[src/rtl/krt_ram.sv]
// ----------------------------------------------------------------------------
// krt_ram - generic simple dual-port RAM
// One write port, one read port, read data registered.
// ----------------------------------------------------------------------------
module krt_ram #(
	parameter int WIDTH = 8,
	parameter int DEPTH = 16
) (
	input  logic                     clk,
	input  logic                     wr_en,
	input  logic [$clog2(DEPTH)-1:0] wr_addr,
	input  logic [WIDTH-1:0]         wr_data,
	input  logic [$clog2(DEPTH)-1:0] rd_addr,
	output logic [WIDTH-1:0]         rd_data
);

	logic [WIDTH-1:0] mem [DEPTH];

	always_ff @(posedge clk) begin
		if (wr_en)
			mem[wr_addr] <= wr_data;
		rd_data <= mem[rd_addr];
	end

endmodule

[config.mk]
export PLATFORM = sky130hd
export DESIGN_NAME = krt_ram
export DESIGN_NICKNAME = d
export VERILOG_FILES = /design/src/rtl/krt_ram.sv
export SDC_FILE = /design/constraint.sdc
export NUM_CORES = 1
export LEC_CHECK = 0
export BUFFER_PORTS_ARGS = -buffer_cell sky130_fd_sc_hd__buf_2
export CORE_ASPECT_RATIO = 0.5
export CORE_MARGIN = 5
export CORE_UTILIZATION = 30
export DETAILED_ROUTE_END_ITERATION = 8
export PLACE_DENSITY = 0.42
export SYNTH_ARGS = -nofsm -noshare
export SYNTH_HDL_FRONTEND = slang
export SYNTH_SLANG_ARGS = --single-unit
[constraint.sdc]
create_clock -name clk -period 2.79 [get_ports clk]
set_input_delay 0.558 -clock clk [delete_from_list [all_inputs] [get_ports clk]]
set_output_delay 0.558 -clock clk [all_outputs]
set_load 0.01 [all_outputs]
# [Yosys cells after proc, flatten, opt, wreduce, memory -nomap -nowiden]
# Memory sizes are Yosys's and may differ from the RTL's. A register that Yosys moved wholly into a read port is not among the register bits.
# Index checks and enable logic that the tools add are counted.
# Widths: inputs -> output; s select.
[word_totals] reg_bits=0 mem_bits_rw=128 inputBits=18 out_inout_bits=8 wordCells=3 mem_count=1
[memory_table] name="mem" words=16 width=8 read_ports=1 rd_clocked_by_memory_dff=1 write_ports=1 line_no="17" source="logic [WIDTH-1:0] mem [DEPTH];"
[classes] muxes=2
[ops] cell="$mux 1" count=2

# [Depth between registers and ports, before layout]
[depth] depth_word=2 depth_mapped=5 ltp_nobuf=3

# [Worst setup path before layout]
# No wires, ideal clock.
[synth_path] path_type="input-to-reg" start="input port wr_addr[2]" end="memory mem[0][0] (enable)" setup_ns=0.383 arrival_ns=1.668 t_required_ns=2.407 setup_slack_ns=0.739 path_stages=2 n_path_buf=0 cell_sequence="or3b_2 nor3_1"
[synth_lines] item="from (decl)" line_no="11" source="input logic [$clog2(DEPTH)-1:0] wr_addr,"
[synth_lines] item="to (decl)" line_no="17"
# Straight into the memory's write port.

==> flow_summary.yaml <==
place:
  dp_slack_ns: 0.234
  place_area_sq_um: 5630
  gp_congestion: 0.764
  place_inst: 491
  dp_hpwl_um: 7380
  io_buffers: 25
timing:
  setup_tns_ns: 0
  hold_violations: 0
  hold_slack_ns: 0.535
  setup_viol: 0
  setup_slack_ns: 0.704
  period_needed_ns: 2.09
  rsz0062_at_grt: "false"
  max_slew_margin: 0.487
  period_share: 0.748
  worstMarginPinSlew_ns: 0.766
  slew_violations: 0
  max_freq_mhz: 479
  skew_ns: 0.00546
power:
  power_mw: 4.92
  seqPwrFrac: 0.469
  clkPwrFrac: 0.485
  p_int_mw: 3.95
  ir_drop_v: 0.000310
  p_leak_nw: 2.11
  cellPowerDensity_nw_per_um2: 785
  p_sw_frac: 0.197
  combPwrFrac: 0.045
  p_switching_uw: 966
worst_setup_path:
  r2r-start: "mem[9][5]$_DFFE_PP_"
  arrival_ns: 2.35
  critPathLaunchType: "primary input"
  crit_path_end_kind: "flip-flop"
  required_ns: 3.06
  reg2reg_to: "rd_data[5]$_DFF_P_"
  crit_path_max_fanout: 14
  reg2regPathDepth: 3
  rrSetupSlack_ns: 1.25
  critPathKind: "primary input to flip-flop"
clock_tree:
  cts.sinks: 136
  cts-htree-levels: 4
  post-cts-setup-buffers: 0
  cts_tree: "done"
  clk_pin_slew_ns: 0.06
  clockRootBuffer: "clkbuf_16"
  cts-resized-gates: 0
  clk_latency_ns: 0.40
  clockBufferDepth: 2
  numCtsBuffers: 17
  hold_buffers: 0
drt:
  drt-initial-drc-count: 233
  drt-wirelength-per-cell_um: 22.1
  vias: 2444
  first_pass_iters: 4
  post-route-drc-count: 0
  drt_wl_total_um: 11500
  final_antenna_net_count: 0
  viasPerCell: 4.68
logic_synthesis:
  syn_inst: 229
  syn_nets: 247
  ys_seq_area_frac: 0.778
  avgSynthCellArea_sq_um: 22.5
  ys_types: 19
  yosysWarnings: 0
  synth_area_leaders: "edfxtp_1 (75%), mux4_2 (7.9%), mux4_1 (7.1%)"
  synth_area_sq_um: 5150
  synth_top_cell_by_area: "edfxtp_1"
  synth-seq-cells: 136
  synth_top_area_frac: 0.747
floorplan:
  die_h_um: 103
  core_area_sq_um: 16600
  die_x_um: 195
  die_area_sq_um: 20000
  num_rows: 33
  io-pin-count: 26
  initial_core_util: 0.310
final_layout:
  nNetsFinal: 301
  regArea_sq_um: 4000
  drive_gt1_frac: 0.312
  final_common_cell: "edfxtp_1"
  fillers: 1534
  area_growth_pct: 21.7
  multi_input_area_sq_um: 1060
  antennaDiodeCount: 0
  layout_common_cells: "edfxtp_1 (128), buf_2 (25), buf_4 (19)"
  stdcell_count: 522
  fin_area_sq_um: 6270
  fin_util: 0.378
grt:
  grt_pass1_wl_um: 16800
  grt_max_degree: 20
  antenna_found_initial: 0
  grt-ovfl-total: 0
  grt_usage: 0.120
  grt_pass1_vias: 2564
min_path:
  min_to: "mem[5][0]$_DFFE_PP_"
  worstHoldStart: "wr_data[0]"
  hp-class: "primary input to flip-flop"
  hold_depth: 1
run:
  drv_cap: 0
outcome:
  status: "finished clean"
-- routing by layer --
| metal | track usage | vias up | part of all wire |
|---|---|---|---|
| met5 | 0 | - | 0 |
| met2 | 0.170 | 54 | 0.43 |
| li1 | - | 1080 | - |
| met4 | 0.0450 | 0 | 0.0088 |
| met1 | 0.174 | 1301 | 0.49 |
| met3 | 0.0379 | 9 | 0.068 |
-- power by group through the flow --
stage	clock, mW	combinational (mW)	sequential, mW
6_report	2.39	0.223	2.31
4_1_cts	2.43	0.228	2.31
3_5_place_dp	0	0.227	2.35
2_1_floorplan	0	0.116	2.34
5_1_grt	2.52	0.241	2.31
3_3_place_gp	0	0.223	2.35
-- registers in the layout, summed over array words and instances, names as in the netlist --
| signal | flops |
|---|---|
| mem | 128 |
| rd_data | 8 |
-- cell usage after synthesis --
cell type        count
nor3_1               4
clkdlybuf4s25_2      3
nand3_1              1
nand2b_1             2
nand2_1              9
a22oi_1             16
and2_1               1
buf_6                3
nand3b_1             2
or3b_2               1
buf_2                3
dfxtp_1              8
nor2_1              13
mux4_2              18
and2b_1              1
buf_4                1
mux4_1              14
edfxtp_1           128
nor2b_1              1
-- worst max-delay path by stage --
| stage | start | end | depth (start not counted) | slack [ns] |
|---|---|---|---|---|
| 6_report | rd_addr[0] | rd_data[5]$_DFF_P_ | 5 | 0.70 |
| 3_5_place_dp | rd_addr[0] | rd_data[5]$_DFF_P_ | 5 | 0.23 |
| 3_3_place_gp | rd_addr[0] | rd_data[5]$_DFF_P_ | 5 | 0.24 |
| 4_1_cts | rd_addr[0] | rd_data[5]$_DFF_P_ | 5 | 0.64 |
| 5_1_grt | rd_addr[0] | rd_data[5]$_DFF_P_ | 5 | 0.57 |
| 2_1_floorplan | wr_addr[2] | mem[0][0]$_DFFE_PP_ | 2 | 0.74 |
-- critical path: stages --
cell and delay [ns]:
buf_2 0.43, buf_12 0.24, mux4_1 0.56, a22oi_1 0.44, nand2_1 0.11
-- cells by family (layout without fill, tap and decap cells) --
logic type             count (synthesis)  in the layout  share of synthesized area
AOI/OAI and AO/OA                     16             16                     0.0233
buffers and inverters                 10             76                     0.0168
DFF                                  136            136                      0.778
muxes                                 32             32                      0.150
and+or+nand+nor                       35             35                     0.0318
-- final cells by class --
cell class	count	share of cell area
clock inverters	13	0.0325
repair buffers	45	0.0459
well taps	227	0.0453
multi-input cells	83	0.169
flip-flops and latches	136	0.639
clock buffers	18	0.0685
Note: power is estimated with default switching activity, not from simulation.
